### src/rtl/core/fept_pkg.sv
`timescale 1ns / 1ps
// ----------------------------------------------------------------------------
// Falling-edge prescaled timer package
// Shared beat types, command and register codes, and timer constants.
// ----------------------------------------------------------------------------
package fept_pkg;

	// Command codes carried by an input beat.
	localparam logic [1:0] CMD_TICK  = 2'd0;
	localparam logic [1:0] CMD_READ  = 2'd1;
	localparam logic [1:0] CMD_WRITE = 2'd2;

	// Register select codes.
	localparam logic [1:0] REG_DIVIDER = 2'd0;
	localparam logic [1:0] REG_COUNTER = 2'd1;
	localparam logic [1:0] REG_MODULO  = 2'd2;
	localparam logic [1:0] REG_CONTROL = 2'd3;

	// Divider bit watched for each clock-select value.
	localparam int SEL_BIT_0 = 9;
	localparam int SEL_BIT_1 = 3;
	localparam int SEL_BIT_2 = 5;
	localparam int SEL_BIT_3 = 7;

	// Control register layout and read-back ones.
	localparam int          CTRL_BITS     = 3;
	localparam int          CTRL_EN_BIT   = 2;
	localparam logic [7:0]  CTRL_READ_SET = 8'hF8;

	// Divider read view is always 16 bits wide; the upper byte is returned.
	localparam int DIV_VIEW_BITS = 16;

	// Reload delay: loaded on overflow, reload phase at or below the last value.
	localparam logic [3:0] DELAY_LOAD        = 4'd8;
	localparam logic [3:0] DELAY_RELOAD_LAST = 4'd4;

	// One input beat.
	typedef struct packed {
		logic [1:0] cmd;
		logic [1:0] reg_sel;
		logic [7:0] wdata;
	} req_t;

	// One result beat.
	typedef struct packed {
		logic [7:0] rdata;
		logic       irq;
	} res_t;

endpackage

### src/rtl/core/fept_core.sv
`timescale 1ns / 1ps
// ----------------------------------------------------------------------------
// Falling-edge prescaled timer core
// Holds the divider, counter, modulo, control and reload-delay state and
// computes the result and next state for one beat combinationally.
// ----------------------------------------------------------------------------
module fept_core #(
	parameter int DIVIDER_BITS = 16
) (
	input  logic          clk,
	input  logic          arst_n,
	input  logic          fire,
	input  fept_pkg::req_t req,
	output fept_pkg::res_t res
);
	import fept_pkg::*;

	logic [DIVIDER_BITS-1:0] div_q, div_n;
	logic [7:0]              tc_q, tc_n;
	logic [7:0]              mod_q, mod_n;
	logic [CTRL_BITS-1:0]    ctrl_q, ctrl_n;
	logic [3:0]              delay_q, delay_n;

	// Timer input: enable AND the divider bit chosen by clock select.
	function automatic logic timer_in(input logic [DIVIDER_BITS-1:0] d,
					  input logic [CTRL_BITS-1:0] c);
		logic b;
		unique case (c[1:0])
			2'd0: b = d[SEL_BIT_0];
			2'd1: b = d[SEL_BIT_1];
			2'd2: b = d[SEL_BIT_2];
			default: b = d[SEL_BIT_3];
		endcase
		return c[CTRL_EN_BIT] & b;
	endfunction

	// Next state and result for the beat in the input register.
	always_comb begin
		logic [8:0]               inc;
		logic [DIV_VIEW_BITS-1:0] div_view;
		logic [CTRL_BITS-1:0]     nctrl;
		div_n   = div_q;
		tc_n    = tc_q;
		mod_n   = mod_q;
		ctrl_n  = ctrl_q;
		delay_n = delay_q;
		res     = '0;
		inc     = '0;
		div_view = DIV_VIEW_BITS'(div_q);
		nctrl    = req.wdata[CTRL_BITS-1:0];
		unique case (req.cmd)
			CMD_TICK: begin
				// Count down the reload delay; each reload phase reloads and interrupts.
				if (delay_q != 4'd0) begin
					delay_n = delay_q - 4'd1;
					if (delay_n <= DELAY_RELOAD_LAST) begin
						tc_n    = mod_q;
						res.irq = 1'b1;
					end
				end
				div_n = div_q + DIVIDER_BITS'(1);
				if (timer_in(div_q, ctrl_q) && !timer_in(div_n, ctrl_q)) begin
					inc  = {1'b0, tc_n} + 9'd1;
					tc_n = inc[7:0];
					if (inc[8]) begin
						delay_n = DELAY_LOAD;
					end
				end
			end
			CMD_READ: begin
				unique case (req.reg_sel)
					REG_DIVIDER: res.rdata = div_view[DIV_VIEW_BITS-1 -: 8];
					REG_COUNTER: res.rdata = tc_q;
					REG_MODULO:  res.rdata = mod_q;
					default:     res.rdata = CTRL_READ_SET | 8'(ctrl_q);
				endcase
			end
			CMD_WRITE: begin
				unique case (req.reg_sel)
					REG_DIVIDER: begin
						// Clearing the divider can itself make a falling edge.
						div_n = '0;
						if (timer_in(div_q, ctrl_q)) begin
							inc  = {1'b0, tc_q} + 9'd1;
							tc_n = inc[7:0];
							if (inc[8]) begin
								delay_n = DELAY_LOAD;
							end
						end
					end
					REG_COUNTER: begin
						// A write before the reload phase cancels it; during it the write is lost.
						if (delay_q > DELAY_RELOAD_LAST) begin
							delay_n = 4'd0;
						end
						if (delay_n == 4'd0) begin
							tc_n = req.wdata;
						end
					end
					REG_MODULO: begin
						mod_n = req.wdata;
					end
					default: begin
						// A control change that drops the input counts at once; carry reloads now.
						ctrl_n = nctrl;
						if (timer_in(div_q, ctrl_q) && !timer_in(div_q, nctrl)) begin
							inc = {1'b0, tc_q} + 9'd1;
							if (inc[8]) begin
								tc_n    = mod_q;
								res.irq = 1'b1;
							end else begin
								tc_n = inc[7:0];
							end
						end
					end
				endcase
			end
			default: begin
			end
		endcase
	end

	// State registers, updated once per processed beat.
	always_ff @(posedge clk or negedge arst_n) begin
		if (!arst_n) begin
			div_q   <= '0;
			tc_q    <= '0;
			mod_q   <= '0;
			ctrl_q  <= '0;
			delay_q <= '0;
		end else if (fire) begin
			div_q   <= div_n;
			tc_q    <= tc_n;
			mod_q   <= mod_n;
			ctrl_q  <= ctrl_n;
			delay_q <= delay_n;
		end
	end

endmodule

### src/rtl/core/falling_edge_prescaled_timer.sv
`timescale 1ns / 1ps
// ----------------------------------------------------------------------------
// Falling-edge prescaled timer
// Divider/counter/modulo/control timer with an input register, a combinational
// state update and a result register.
// ----------------------------------------------------------------------------
// The block takes one beat (tick, register read or register write) per clock
// and returns exactly one result beat for each, in order. Sustained rate is one
// beat per cycle while out_stall is low; a beat passes through the input
// register and then the result register before its result is valid. The rate is
// set by the timer state update, which completes each beat in time for the next
// beat to see it. A stall on the result side holds the result register and
// backs up into the input register, and then into in_stall. DIVIDER_BITS sets
// the width of the free-running divider (10 to 16); divider reads return bits
// 15..8 with missing upper bits read as zero.
module falling_edge_prescaled_timer #(
	parameter int DIVIDER_BITS = 16
) (
	input  logic       clk,
	input  logic       arst_n,
	input  logic       in_valid,
	output logic       in_stall,
	input  logic [1:0] cmd,
	input  logic [1:0] reg_sel,
	input  logic [7:0] wdata,
	output logic       out_valid,
	input  logic       out_stall,
	output logic [7:0] rdata,
	output logic       irq
);
	import fept_pkg::*;

	logic s1_valid_q;
	req_t req_s1;
	res_t res;
	logic adv;
	logic fire;
	logic out_valid_q;
	res_t res_s2;

	// The result register can take a new beat when empty or being drained.
	assign adv      = !out_valid_q || !out_stall;
	assign fire     = s1_valid_q && adv;
	assign in_stall = s1_valid_q && !adv;

	// Input register.
	always_ff @(posedge clk or negedge arst_n) begin
		if (!arst_n) begin
			s1_valid_q <= 1'b0;
		end else if (!in_stall) begin
			s1_valid_q <= in_valid;
		end
	end

	always_ff @(posedge clk) begin
		if (in_valid && !in_stall) begin
			req_s1 <= '{cmd: cmd, reg_sel: reg_sel, wdata: wdata};
		end
	end

	// Timer state and combinational beat processing.
	fept_core #(
		.DIVIDER_BITS(DIVIDER_BITS)
	) u_core (
		.clk   (clk),
		.arst_n(arst_n),
		.fire  (fire),
		.req   (req_s1),
		.res   (res)
	);

	// Result register.
	always_ff @(posedge clk or negedge arst_n) begin
		if (!arst_n) begin
			out_valid_q <= 1'b0;
		end else if (adv) begin
			out_valid_q <= s1_valid_q;
		end
	end

	always_ff @(posedge clk) begin
		if (fire) begin
			res_s2 <= res;
		end
	end

	assign out_valid = out_valid_q;
	assign rdata     = res_s2.rdata;
	assign irq       = res_s2.irq;

	// Only ticks and control writes can raise the interrupt.
	assert property (@(posedge clk) disable iff (!arst_n)
		(fire && res.irq) |->
			(req_s1.cmd == CMD_TICK ||
			 (req_s1.cmd == CMD_WRITE && req_s1.reg_sel == REG_CONTROL)))
		else $error("irq raised by a beat that cannot raise it");

	// Non-read beats always return zero read data.
	assert property (@(posedge clk) disable iff (!arst_n)
		(fire && req_s1.cmd != CMD_READ) |=> (out_valid && rdata == 8'd0))
		else $error("nonzero read data on a non-read beat");

	// Input back-pressure only occurs while the input register holds a beat.
	assert property (@(posedge clk) disable iff (!arst_n)
		in_stall |-> (s1_valid_q && out_valid_q && out_stall))
		else $error("input stalled without a blocked beat");

endmodule
### config.mk
export PLATFORM = sky130hd
export DESIGN_NAME = falling_edge_prescaled_timer
export DESIGN_NICKNAME = d
export VERILOG_FILES = /design/src/rtl/core/fept_pkg.sv /design/src/rtl/core/fept_core.sv /design/src/rtl/core/falling_edge_prescaled_timer.sv
export SDC_FILE = /design/constraint.sdc
export NUM_CORES = 1
export LEC_CHECK = 0
export ABC_AREA = 1
export BUFFER_PORTS_ARGS = -buffer_cell sky130_fd_sc_hd__buf_2
export CORE_MARGIN = 3
export CORE_UTILIZATION = 47
export CTS_BUF_LIST = sky130_fd_sc_hd__clkbuf_4 sky130_fd_sc_hd__clkbuf_8 sky130_fd_sc_hd__clkbuf_16
export DETAILED_ROUTE_END_ITERATION = 16
export PLACE_DENSITY = 0.7
export SYNTH_ARGS = -nofsm -noshare
export SYNTH_HDL_FRONTEND = slang
export SYNTH_SLANG_ARGS = --single-unit
### constraint.sdc
create_clock -name clk -period 1.8 [get_ports clk]
set_input_delay 0.27 -clock clk [delete_from_list [all_inputs] [get_ports clk]]
set_output_delay 0.27 -clock clk [all_outputs]
set_load 0.02 [all_outputs]
* Word level (Yosys, flattened, before mapping)
Cells that the tools add are included.
Word-level totals: output and inout port bits 11, word-level logic and storage cells 104, bits of input ports 16, register bits 62
Cells by class: $lt $le $gt $ge 2, reduce and logical (&&, ||, !) cells 25, muxes and demuxes 40, equal/unequal tests 15, bitwise logic cells 6, add/sub/neg operators 4
Operator list (number):
- $mux W8 | 8
- $pmux W8 S3 | 2
- $mux W4 | 8
- $pmux W16 S2 | 1
- $add A8 B1 Y9 const B | 2
- $add A16 B1 Y16 const B | 1
- $mux W16 | 1
- $pmux W4 S2 | 2
- $pmux W8 S2 | 1
- $mux W1 | 13
- $ne A3 B2 Y1 const B | 3
- $pmux W1 S3 | 3
- $reduce_and A3 Y1 | 3
- $eq A2 B1 Y1 const B | 4
- $eq A2 B2 Y1 const B | 4
- $logic_not A2 Y1 | 4
- $logic_not A1 Y1 | 6
- $reduce_and A6 Y1 | 1
- $and A1 B1 Y1 | 5
- $logic_and A1 B1 Y1 | 5
- $reduce_and A5 Y1 | 1
- $gt A4 B3 Y1 const B | 1
- $le A4 B3 Y1 const B | 1
- $logic_not A4 Y1 | 1
- 11 further kinds | 11

* Longest topological paths before layout
Gate-level depths: netlist of the first run.
depth in word-level cells 10, mapped depth 19, gate-level depth less buffers 18

* Modules after synthesis
Synthesis of the first run repeated with hierarchy kept, for this count alone.
Second synthesis, totals: cells, all modules 495, area, all modules 3901.2 um^2
Modules (own cells, without submodules):
- fept_core | area an instance 3175.5 um^2, cells each 462, instances 1, seq. area each 975.9 um^2
- falling_edge_prescaled_timer | area an instance 725.7 um^2, cells each 33, instances 1, seq. area each 680.7 um^2

* Worst setup path after synthesis of the first run
OpenSTA, ideal clock, no wires.
path kind flip-flop to flip-flop, from register u_core.delay_q[0], to register u_core.delay_q[1], path buffers 1, arrival time 1.822 ns, library setup time 0.126 ns, slack -0.148 ns, stages on the path, launching flop included 18, data required time 1.674 ns, clock period less this slack 1.948 ns, cells stage by stage dfrtp_1 -> inv_2 -> ha_1 -> inv_1 -> nand2_2 -> nand3_1 -> nand2_1 -> inv_2 -> nand2_4 -> buf_12 -> nand2_2 -> nand2_2 -> ha_1 -> nand3_4 -> inv_2 -> nand3_1 -> nand4_1 -> o21ai_1
Between the ends: word-level cells in the longest chain between the ends 9, elaborated cells on any way between the ends 16, those cells by class 2 x add/sub; 2 x order compare; 11 x mux; 1 x reduce/logical
RTL lines:
- start: declaration | line fept_core.sv:22 | logic [3:0] delay_q, delay_n;
- start signal: assignment | line fept_core.sv:136 | delay_q <= delay_n;
- $sub A4 B1 Y4 | line fept_core.sv:55 | delay_n = delay_q - 4'd1;
- $le A4 B3 Y1 | line fept_core.sv:56 | if (delay_n <= DELAY_RELOAD_LAST) begin
- $mux W8 | line fept_core.sv:56
- $mux W8 | line fept_core.sv:54 | if (delay_q != 4'd0) begin
- $mux W8 | line fept_core.sv:51 | unique case (req.cmd)
- $add A8 B1 Y9 | line fept_core.sv:63 | inc = {1'b0, tc_n} + 9'd1;
- $mux W4 | line fept_core.sv:65 | if (inc[8]) begin
- $mux W4 | line fept_core.sv:62 | if (timer_in(div_q, ctrl_q) && !timer_in(div_n, ctrl_q)) begin
- $pmux W4 S2 (*) | line fept_core.sv:51
Every way passes the cells marked *; elsewhere a longest branch is shown, timed or not. The select of a mux whose other input is x is not followed. A chain may end at the register's enable or synchronous reset.

* Worst setup path after layout of the first run
from register u_core.delay_q[0], to register u_core.tc_q[6]
Between the ends: word-level cells in the longest chain between the ends 8, elaborated cells on any way between the ends 16, those cells by class 2 x add/sub; 2 x order compare; 1 x eq/ne; 8 x mux; 3 x reduce/logical
RTL lines:
- $sub A4 B1 Y4 | line fept_core.sv:55
- $le A4 B3 Y1 | line fept_core.sv:56
- $mux W8 | line fept_core.sv:56
- $mux W8 | line fept_core.sv:54
- $mux W8 | line fept_core.sv:51
- $add A8 B1 Y9 | line fept_core.sv:63
- $mux W8 | line fept_core.sv:62
- $pmux W8 S2 | line fept_core.sv:51
- end signal: assignment | line fept_core.sv:133 | tc_q <= tc_n;
- end: declaration | line fept_core.sv:19 | logic [7:0] tc_q, tc_n;
Several ways; a longest one is shown, not always the timed one. The select of a mux whose other input is x is not followed.

==> flow_metrics.env, run 1 <==
export IMPL_final_cell_count_no_fill=685
export IMPL_crit_start="u_core.delay_q[0]$_DFFE_PN0P_"
export IMPL_root_buffer="clkbuf_8"
export IMPL_p_leak_nw=2.42
export IMPL_synth_top_area_share_pct=26.9
export IMPL_clk_pin_slew_ns=0.08
export IMPL_finalMaxSlewViolations=0
export IMPL_grtUsageTotal_pct=24.3
export IMPL_io_buffers=26
export IMPL_num_nets_final=600
export IMPL_postSynthCellCount=472
export IMPL_finalSetupViolCount=16
export IMPL_gr_total_overflow=0
export IMPL_ir_worst_vdd_uv=925
export IMPL_hpwl_mm=7.92
export IMPL_synth_area_mux_share_pct=0
export IMPL_grt_start_max_net_pins=23
export IMPL_tns_ns=-2.44
export IMPL_drive_gt1_share_pct=36.5
export IMPL_diodes=0
export IMPL_synth_top_family_by_area="simple AND/OR/NAND/NOR gates"
export IMPL_row_count=32
export IMPL_critPathMaxFanout=6
export IMPL_synth_xor_area_share_pct=1.61
export IMPL_power_density_nw_per_um2=1580
export IMPL_power_switching_mw=3.45
export IMPL_cts_sinks=62
export IMPL_hold_viol=0
export IMPL_synth_cell_type_count=45
export IMPL_layout_setup_ws_ns=-0.270
export IMPL_timing_rr_end="u_core.tc_q[6]$_DFFE_PN0P_"
export IMPL_ff2ff_path_depth=15
export IMPL_coreArea_um2=7810
export IMPL_worstMarginPinSlew_ns=0.525
export IMPL_seq_power_share_pct=27.0
export IMPL_r2r_slack_ns=-0.27
export IMPL_layout_common_cells="nand2_1 (81), buf_4 (65), inv_1 (62), dfrtp_1 (40), nor2_1 (32)"
export IMPL_syn_nets=494
export IMPL_async_flop_share_pct=66.1
export IMPL_cts_tree="yes"
export IMPL_path_cells="inv_2 -> buf_6 -> ha_4 -> nand3_4 -> nand2_2 -> inv_4 -> nand2_8 -> clkbuf_16 -> o21ai_4 -> nand2_2 -> nor2_4 -> nand2_1 -> nand2_1 -> nand3_1 -> a21boi_1"
export IMPL_die_w_um=96.1
export IMPL_status="finished with violations"
export IMPL_intPower_mw=4.72
export IMPL_period_share_pct=115
export IMPL_synth_fa_ha_area_share_pct=1.97
export IMPL_crit_path_end="u_core.tc_q[6]$_DFFE_PN0P_"
export IMPL_critical_path_class="register to register"
export IMPL_grt_pass1_wl_mm=17.0
export IMPL_drtIter0Drc=244
export IMPL_maxCapViolCount=0
export IMPL_max_freq_mhz=483
export IMPL_startpoint_type="register"
export IMPL_gp_congestion=0.989
export IMPL_clkLatencyLatePin_ns=0.35
export IMPL_syn_avg_cell_area_um2=8.09
export IMPL_ys_seq_area_share_pct=43.4
export IMPL_drt_wl_total_mm=10.7
export IMPL_min_period_ns=2.07
export IMPL_wl_per_cell_um=15.6
export IMPL_synth_warning_count=0
export IMPL_h_tree_depth=3
export IMPL_ys_top_cells_by_area="dfrtp_1 (27%), edfxtp_1 (17%), nand2_1 (8.7%)"
export IMPL_holdWs_ns=0.0847
export IMPL_synth_flop_cell="dfrtp_1"
export IMPL_first_pass_iters=5
export IMPL_cp_slowest_cell="dfrtp_1"
export IMPL_die_h_um=96.1
export IMPL_numCtsBuffers=9
export IMPL_violations="setup timing"
export IMPL_synth_edf_count=21
export IMPL_max_slew_margin_pct=64.9
export IMPL_yosysTopAreaCell="dfrtp_1"
export IMPL_via_per_inst=5.43
export IMPL_antenna_found_initial=0
export IMPL_syn_to_final_growth_pct=35.6
export IMPL_cts_buffer_depth=2
export IMPL_clkPwrFrac_pct=17.9
export IMPL_vias=3717
export IMPL_fin_worst_skew_ns=0.0108
export IMPL_die_area_um2=9240
export IMPL_rsz0062_at_grt="true"
export IMPL_critPathMaxStageDelay_ns=0.38
export IMPL_drtAntennaViolNets=0
export IMPL_ios=27
export IMPL_swShare_pct=42.2
export IMPL_initial_core_util_pct=48.9
export IMPL_cp_required_ns=2.08
export IMPL_drc_errors=0
export IMPL_final_util_pct=66.3
export IMPL_synth_area_um2=3820
export IMPL_synth_simple_area_share_pct=26.6
export IMPL_grt_pass1_vias=3513
export IMPL_synth_compound_area_share_pct=17.1
export IMPL_dp_cells=650
export IMPL_endpoint_kind="register"
export IMPL_hold_path_class="primary input to register"
export IMPL_ys_seq_elements=62
export IMPL_final_common_cell="nand2_1"
export IMPL_combPwrFrac_pct=55.1
export IMPL_regToRegStartpoint="u_core.delay_q[0]$_DFFE_PN0P_"
export IMPL_cp_arrival_ns=2.35
Yosys cell counts, drive strengths merged, types with 3 or more instances:
master / n
a31oi: 4
o21ai: 50
dfrtp: 41
a21boi: 3
nor3: 11
edfxtp: 21
ha: 6
nand2: 105
o211ai: 3
nor2: 45
o22ai: 8
a21oi: 20
buf: 4
xor2: 6
o221ai: 6
inv: 81
nand3: 36
nand4: 6
power groups by stage:
stage	clock network [mW]	logic, mW	registers, mW
detailed placement	0	3.59	2.20
floorplan	0	2.39	2.18
CTS	1.48	3.84	2.18
global route	1.55	4.95	2.25
global placement	0	3.54	2.19
finish	1.46	4.50	2.21
state kept, by name, summed over array words and instances, names as in the netlist:
name,count
u_core.tc_q,8
req_s1,12
s1_valid_q,1
u_core.mod_q,8
u_core.div_q,16
rdata,8
irq,1
u_core.ctrl_q,3
u_core.delay_q,4
out_valid,1
logic make-up after synthesis:
logic type / count (synthesis)
AO/OA/AOI/OAI: 104
XOR/XNOR: 7
adder cells (fa/ha/maj): 6
buffers and inverters: 88
flip-flops: 62
AND/OR/NAND/NOR: 205
layout make-up:
type / instances / area [um2]
Multi-Input combinational cell: 322 / 2070
Sequential cell: 62 / 1660
Fill cell: 630 / 2630
Clock buffer: 10 / 149
Clock inverter: 6 / 92.6
Tap cell: 102 / 128
Timing Repair Buffer: 101 / 769
Inverter: 82 / 313
what timing repair did:
item	CTS	global route
gates cloned	0	1
setup buffers	5	12
pin swaps	11	15
endpoints found under the hold margin	19	0
hold buffers	1	0
gates resized for setup	10	42
endpoints found under the setup margin	14	22
how the worst min path moves through the flow:
stage,startpoint,slack (ns),endpoint,cells after the start
4_1_cts,reg_sel[0],0.08,req_s1[8]$_DFFE_PP_,1
6_report,reg_sel[0],0.08,req_s1[8]$_DFFE_PP_,1
2_1_floorplan,arst_n,-0.03,out_valid$_DFFE_PN0N_,0
3_3_place_gp,arst_n,0.26,out_valid$_DFFE_PN0N_,1
5_1_grt,wdata[1],0.08,req_s1[1]$_DFFE_PP_,1
3_5_place_dp,arst_n,0.27,s1_valid_q$_DFFE_PN0N_,1
metal layers:
metal  vias to the layer above  wire length (um)  track usage [%]
li1                       1793                 -                -
met1                      1723              4490             31.8
met2                       171              5090             39.3
met3                        30               834             5.71
met4                         0               261             8.53
met5                         -                 0                0
metrics by stage:
step | setup WS, ns | area, um2 | power [mW]
finish | -0.270 | 5180 | 8.17
global route | -0.393 | 5180 | 8.74
CTS | -0.215 | 4870 | 7.51
detailed placement | -0.226 | 4540 | 5.80
global placement | -0.161 | 4540 | 5.73
floorplan | -0.0764 | 3870 | 4.57
critical path: cells and delay by family (launching register included):
kind	cells	cell delay [ns]
AOI/OAI and AO/OA	2	0.29
DFF	1	0.38
adders and majority gates	1	0.15
buffers and inverters	4	0.45
and+or+nand+nor	8	0.73
Note: power is estimated with default switching activity, not from simulation.
==> inputs of run 2 (changes only) <==
--- a/config.mk
+++ b/config.mk
@@ -14,2 +14,3 @@
 export PLACE_DENSITY = 0.7
+export RECOVER_POWER = 25
 export SYNTH_ARGS = -nofsm -noshare
==> constraint.sdc (replaced) <==
create_clock -name clk -period 1.8 [get_ports clk]
set_input_delay 0.09 -clock clk [delete_from_list [all_inputs] [get_ports clk]]
set_output_delay 0.09 -clock clk [all_outputs]
set_load 0.02 [all_outputs]
==> run 2 against run 1 <==
The run still ends with setup timing left; sequential power about the same; clock skew increased by 0.0028 ns; non-clock buffer count increased by 14; sequential cell count unchanged; clock-buffer cell count increased by 1; register-to-register slack improved by 0.03 ns; clock power decreased by 3%; first-iteration DRC count increased by 51%; via count increased by 2.3%; utilization increased by 0.77 points; routed wire length increased by 6.1%; combinational power decreased by 2%; critical path type unchanged; largest power group unchanged.
==> flow_metrics.env, run 2 (synthesis results as in run 1) <==
export IMPL_maxCapViolCount=0
export IMPL_hold_path_class="primary input to register"
export IMPL_drtAntennaViolNets=0
export IMPL_hold_viol=0
export IMPL_hpwl_mm=8.23
export IMPL_num_nets_final=614
export IMPL_wl_per_cell_um=16.2
export IMPL_place_ws_ns=-0.214
export IMPL_cts_buffer_depth=2
export IMPL_cp_required_ns=2.08
export IMPL_rsz0062_at_grt="true"
export IMPL_clk_pin_slew_ns=0.07
export IMPL_status="finished with violations"
export IMPL_io_buffers=26
export IMPL_max_freq_mhz=489
export IMPL_dpl_cell_area_um2=4560
export IMPL_grt_pass1_vias=3515
export IMPL_combPwrFrac_pct=54.9
export IMPL_die_h_um=96.1
export IMPL_layout_setup_ws_ns=-0.243
export IMPL_reg_largest_list="u_core.div_q (16), req_s1 (12)"
export IMPL_finalMaxSlewViolations=0
export IMPL_grt_start_max_net_pins=23
export IMPL_endpoint_kind="register"
export IMPL_root_buffer="clkbuf_8"
export IMPL_clkPwrFrac_pct=17.6
export IMPL_intPower_mw=4.64
export IMPL_drtIter0Drc=368
export IMPL_gp_congestion=0.929
export IMPL_clkLatencyLatePin_ns=0.36
export IMPL_gr_total_overflow=0
export IMPL_ir_worst_vdd_uv=943
export IMPL_final_common_cell="nand2_1"
export IMPL_min_period_ns=2.04
export IMPL_critical_path_class="register to register"
export IMPL_die_w_um=96.1
export IMPL_row_count=32
export IMPL_cts_tree="yes"
export IMPL_finalInstanceArea_um2=5240
export IMPL_via_per_inst=5.44
export IMPL_layout_common_cells="nand2_1 (79), buf_4 (70), inv_1 (62), dfrtp_1 (40)"
export IMPL_ios=27
export IMPL_h_tree_depth=3
export IMPL_seqCellArea_um2=1660
export IMPL_swShare_pct=42.5
export IMPL_dp_cells=656
export IMPL_r2r_slack_ns=-0.24
export IMPL_drt_wl_total_mm=11.3
export IMPL_power_density_nw_per_um2=1540
export IMPL_worstMarginPinSlew_ns=1.30
export IMPL_startpoint_type="register"
export IMPL_num_fill_cells=617
export IMPL_critPathMaxFanout=6
export IMPL_final_cell_count_no_fill=699
export IMPL_diodes=0
export IMPL_first_pass_iters=7
export IMPL_p_leak_nw=2.47
export IMPL_tns_ns=-2.26
export IMPL_drive_gt1_share_pct=35.7
export IMPL_cp_arrival_ns=2.32
export IMPL_finalSetupViolCount=15
export IMPL_top_register="u_core.div_q"
export IMPL_max_slew_margin_pct=13.5
export IMPL_cts_sinks=62
export IMPL_vias=3802
export IMPL_initial_core_util_pct=48.9
export IMPL_syn_to_final_growth_pct=37.2
export IMPL_seq_power_share_pct=27.5
export IMPL_drc_errors=0
export IMPL_violations="setup timing"
export IMPL_multi_input_area_um2=2030
export IMPL_antenna_found_initial=0
export IMPL_period_share_pct=114
export IMPL_grt_pass1_wl_mm=17.7
export IMPL_grtUsageTotal_pct=25.4
export IMPL_coreArea_um2=7810
export IMPL_die_area_um2=9240
export IMPL_final_util_pct=67.1
export IMPL_power_switching_mw=3.42
export IMPL_largest_reg_flops=16
export IMPL_numCtsBuffers=9
export IMPL_fin_worst_skew_ns=0.0136
==> run 2: area by class of cell <==
| type | instances | share of cell area [%] |
|---|---|---|
| timing repair buffer | 115 | 16.8 |
| clock inverter | 5 | 1.55 |
| clock buffer | 11 | 2.77 |
| multi-input combinational | 322 | 38.8 |
| tap | 102 | 2.44 |
| inverter | 82 | 5.97 |
| sequential | 62 | 31.7 |
==> run 2: power by group through the flow <==
| stage | combinational [mW] | clock, mW | sequential (mW) |
|---|---|---|---|
| 2_1_floorplan | 2.39 | 0 | 2.18 |
| 3_3_place_gp | 3.61 | 0 | 2.20 |
| 3_5_place_dp | 3.70 | 0 | 2.21 |
| 4_1_cts | 3.94 | 1.43 | 2.19 |
| 5_1_grt | 4.80 | 1.50 | 2.26 |
| 6_report | 4.42 | 1.42 | 2.22 |
==> run 2: per-layer routing <==
layer / wire [um] / part of all wire [%] / GRT usage, % / up-vias
li1: - / - / - / 1830
met1: 4810 / 42 / 34.6 / 1774
met2: 5520 / 49 / 40.8 / 178
met3: 812 / 7.2 / 4.30 / 20
met4: 181 / 1.6 / 8.89 / 0
met5: 0 / 0 / 0 / -
==> run 2: what timing repair did <==
action / in CTS / in global routing
buffers inserted: 3 / 9
endpoints found under the setup margin: 14 / 19
hold buffers: 15 / 0
gates cloned: 0 / 1
pin swaps: 6 / 28
hold endpoints to repair: 34 / 0
gates resized for setup: 12 / 33
==> run 2: path summary, 6_finish.rpt <==
kind                                                     end  cells after the start                     startpoint
worst max-delay path              u_core.tc_q[6]$_DFFE_PN0P_                     15  u_core.delay_q[0]$_DFFE_PN0P_
worst min-delay path                     req_s1[4]$_DFFE_PP_                      2                       wdata[4]
worst max register to register    u_core.tc_q[6]$_DFFE_PN0P_                     15  u_core.delay_q[0]$_DFFE_PN0P_
worst min register to register  u_core.div_q[11]$_DFFE_PN0P_                      1   u_core.div_q[11]$_DFFE_PN0P_
max in group asynchronous        u_core.mod_q[5]$_DFFE_PN0P_                      3                         arst_n
min in group asynchronous        u_core.div_q[0]$_DFFE_PN0P_                      2                         arst_n
==> run 2: critical path: stages (launching register included) <==
cell and delay [ns]:
dfrtp_1 0.41, inv_2 0.13, ha_4 0.15, nand2_2 0.05, nand3_2 0.07, nand2_2 0.06
inv_4 0.07, nand2_8 0.08, clkbuf_16 0.17, o21ai_4 0.18, nand2_2 0.10, nor2_4 0.13
nand2_1 0.08, nand2_1 0.08, nand3_2 0.08, a21boi_2 0.12
==> run 2: through the flow <==
stage	hold slack, ns	power [mW]
3_5_place_dp	0.0953	5.91
3_3_place_gp	0.0893	5.81
6_report	0.453	8.06
5_1_grt	0.452	8.56
4_1_cts	0.249	7.56
2_1_floorplan	-0.206	4.57
==> inputs of run 3 (changes only) <==
SYNTH_HIERARCHICAL = 1   (was not set)
==> run 3 against run 2 <==
The run still ends with setup timing left; largest cell class unchanged; synthesized cell count up 4.9%; cell area is 3.4% lower; critical path depth fell by 5; global-route usage fell by 2.0 points; sequential share of layout area rose by 1.2 points.
==> flow_metrics.env, run 3 <==
export IMPL_cp_required_ns=2.07
export IMPL_ys_seq_elements=62
export IMPL_finalMaxSlewViolations=0
export IMPL_drc_errors=0
export IMPL_synth_top_area_share_pct=26.3
export IMPL_num_nets_final=612
export IMPL_cts_tree="yes"
export IMPL_ys_seq_area_share_pct=42.5
export IMPL_layout_common_cells="nand2_1 (107), inv_1 (59), buf_4 (52), dfrtp_1 (38), nor2_1 (38)"
export IMPL_rsz0062_at_grt="true"
export IMPL_die_h_um=97.1
export IMPL_ff2ff_path_depth=10
export IMPL_hold_viol=0
export IMPL_row_count=32
export IMPL_startpoint_type="register"
export IMPL_die_area_um2=9430
export IMPL_vias=3745
export IMPL_first_pass_iters=5
export IMPL_io_buffers=26
export IMPL_postSynthCellCount=495
export IMPL_gr_total_overflow=0
export IMPL_p_leak_nw=2.44
export IMPL_reg_largest_list="u_core/div_q (16), req_s1 (12)"
export IMPL_grtUsageTotal_pct=23.5
export IMPL_hold_depth=3
export IMPL_numCtsBuffers=9
export IMPL_gp_congestion=0.967
export IMPL_finalSetupViolCount=12
export IMPL_syn_to_final_growth_pct=29.7
export IMPL_seqCellArea_um2=1660
export IMPL_wl_per_cell_um=15.5
export IMPL_syn_avg_cell_area_um2=7.88
export IMPL_cts_sinks=62
export IMPL_status="finished with violations"
export IMPL_critPathMaxFanout=11
export IMPL_die_w_um=97.1
export IMPL_top_register="u_core/div_q"
export IMPL_initial_core_util_pct=49.5
export IMPL_period_share_pct=106
export IMPL_drtAntennaViolNets=0
export IMPL_layout_setup_ws_ns=-0.104
export IMPL_final_common_cell="nand2_1"
export IMPL_clk_pin_slew_ns=0.07
export IMPL_async_flop_share_pct=66.1
export IMPL_multi_input_area_um2=2080
export IMPL_largest_reg_flops=16
export IMPL_grt_pass1_vias=3700
export IMPL_grt_start_max_net_pins=23
export IMPL_drt_wl_total_mm=10.8
export IMPL_yosysMostFrequentCell="nand2_1"
export IMPL_fin_worst_skew_ns=0.0163
export IMPL_root_buffer="clkbuf_8"
export IMPL_tns_ns=-0.875
export IMPL_cts_buffer_depth=2
export IMPL_hpwl_mm=8.17
export IMPL_ir_worst_vdd_uv=711
export IMPL_worstMarginPinSlew_ns=1.24
export IMPL_maxCapViolCount=0
export IMPL_final_util_pct=64.2
export IMPL_synth_cell_type_count=46
export IMPL_violations="setup timing"
export IMPL_endpoint_kind="register"
export IMPL_min_period_ns=1.90
export IMPL_max_slew_margin_pct=17.5
export IMPL_synth_flop_cell="dfrtp_1"
export IMPL_synth_edf_count=21
export IMPL_cp_arrival_ns=2.17
export IMPL_synth_area_um2=3900
export IMPL_grt_pass1_wl_mm=17.9
export IMPL_drtIter0Drc=354
export IMPL_synth_warning_count=6
export IMPL_holdWs_ns=0.0247
export IMPL_hold_path_class="primary input to register"
export IMPL_drive_gt1_share_pct=31.0
export IMPL_ios=27
export IMPL_ys_top_cells_by_area="dfrtp_1 (26%), edfxtp_1 (16%), nand2_1 (11%)"
export IMPL_critical_path_class="register to register"
export IMPL_yosysTopAreaCell="dfrtp_1"
export IMPL_h_tree_depth=3
export IMPL_diodes=0
export IMPL_clkLatencyLatePin_ns=0.34
export IMPL_coreArea_um2=7890
export IMPL_antenna_found_initial=0
export IMPL_yosys_top_cells_count="nand2_1 (117), inv_1 (63), nor2_1 (43)"
export IMPL_power_density_nw_per_um2=1380
export IMPL_max_freq_mhz=525
export IMPL_syn_nets=516
export IMPL_via_per_inst=5.37
export IMPL_num_fill_cells=681
[run 3: cell types whose count changed after synthesis, moves of 7 or more]
| cell | previous run | this run |
|---|---|---|
| nand2_1 | 88 | 117 |
| inv_2 | 18 | 7 |
| o21ai_1 | 13 | 6 |
| a21oi_1 | 19 | 26 |
| nor2_1 | 34 | 43 |
| o21ai_0 | 31 | 39 |
[run 3: what timing repair did]
action / in CTS / in global routing
endpoints found under the setup margin: 13 / 23
setup buffers: 2 / 5
hold endpoints to repair: 32 / 0
gates resized for setup: 19 / 24
pin swaps: 11 / 11
hold buffers: 14 / 0
[run 3: power by group]
| part | total [mW] | internal (mW) | switching [mW] | leakage (nW) |
|---|---|---|---|---|
| combinational | 3.47 | 1.36 | 2.12 | 1.61 |
| sequential | 2.13 | 1.80 | 0.329 | 0.716 |
| clock | 1.36 | 0.823 | 0.539 | 0.108 |
| total | 6.96 | 3.98 | 2.99 | 2.44 |
[run 3: layer usage]
| metal | track usage (%) | vias up | part of all wire, % |
|---|---|---|---|
| met3 | 4.31 | 20 | 5.6 |
| met2 | 38.6 | 144 | 47 |
| li1 | - | 1827 | - |
| met5 | 0 | - | 0 |
| met4 | 8.21 | 0 | 2.5 |
| met1 | 31.1 | 1754 | 44 |
[run 3: worst paths after layout]
kind,start,endpoint,slack [ns]
max reg2reg,u_core/tc_q[0]$_DFFE_PN0P_,u_core/tc_q[7]$_DFFE_PN0P_,-0.10
min in group asynchronous,arst_n,u_core/div_q[4]$_DFFE_PN0P_,0.53
min,out_stall,out_valid$_DFFE_PN0P_,0.02
max,u_core/tc_q[0]$_DFFE_PN0P_,u_core/tc_q[7]$_DFFE_PN0P_,-0.10
max in group asynchronous,arst_n,out_valid$_DFFE_PN0P_,0.43
min reg2reg,req_s1[7]$_DFFE_PP_,u_core/mod_q[7]$_DFFE_PN0P_,0.49
[run 3: logic make-up (layout without fill, tap and decap cells)]
group                      after synthesis  after routing  synth area share [%]
and+or+nand+nor                        245            245                  32.2
xor gates and xnor gates                 6              6                  1.35
AOI/OAI and AO/OA                       94             94                  13.7
muxes                                    1              1                 0.289
buffers and inverters                   82            183                  8.34
DFF                                     62             62                  42.5
adders and majority gates                5              5                  1.60
[run 3: area by class of cell]
type	instances	share of cell area, %
clock inverters	4	1.41
multi-input cells	351	41.1
inverters	73	5.61
repair buffers	94	13.6
flip-flops and latches	62	32.8
clock buffers	12	2.89
well taps	102	2.52
[run 3: metrics by stage]
stage | cell area, um2 | setup WS (ns) | total power, mW | instances
2_1_floorplan | 3930 | -0.164 | 4.21 | 495
3_3_place_gp | 4510 | -0.0711 | 5.17 | 661
3_5_place_dp | 4510 | -0.145 | 5.22 | 661
4_1_cts | 4960 | -0.142 | 6.86 | 693
5_1_grt | 5060 | -0.283 | 7.46 | 698
6_report | 5060 | -0.104 | 6.96 | 698
[run 3: critical path: stages (launching register included)]
cell and delay (ns):
dfrtp_1 0.38, ha_1 0.21, nand2_1 0.06, nor2_1 0.16
nand2_1 0.10, buf_4 0.18, o31ai_1 0.37, nor2_1 0.10
nor2_1 0.10, nor2_1 0.06, a21oi_2 0.13
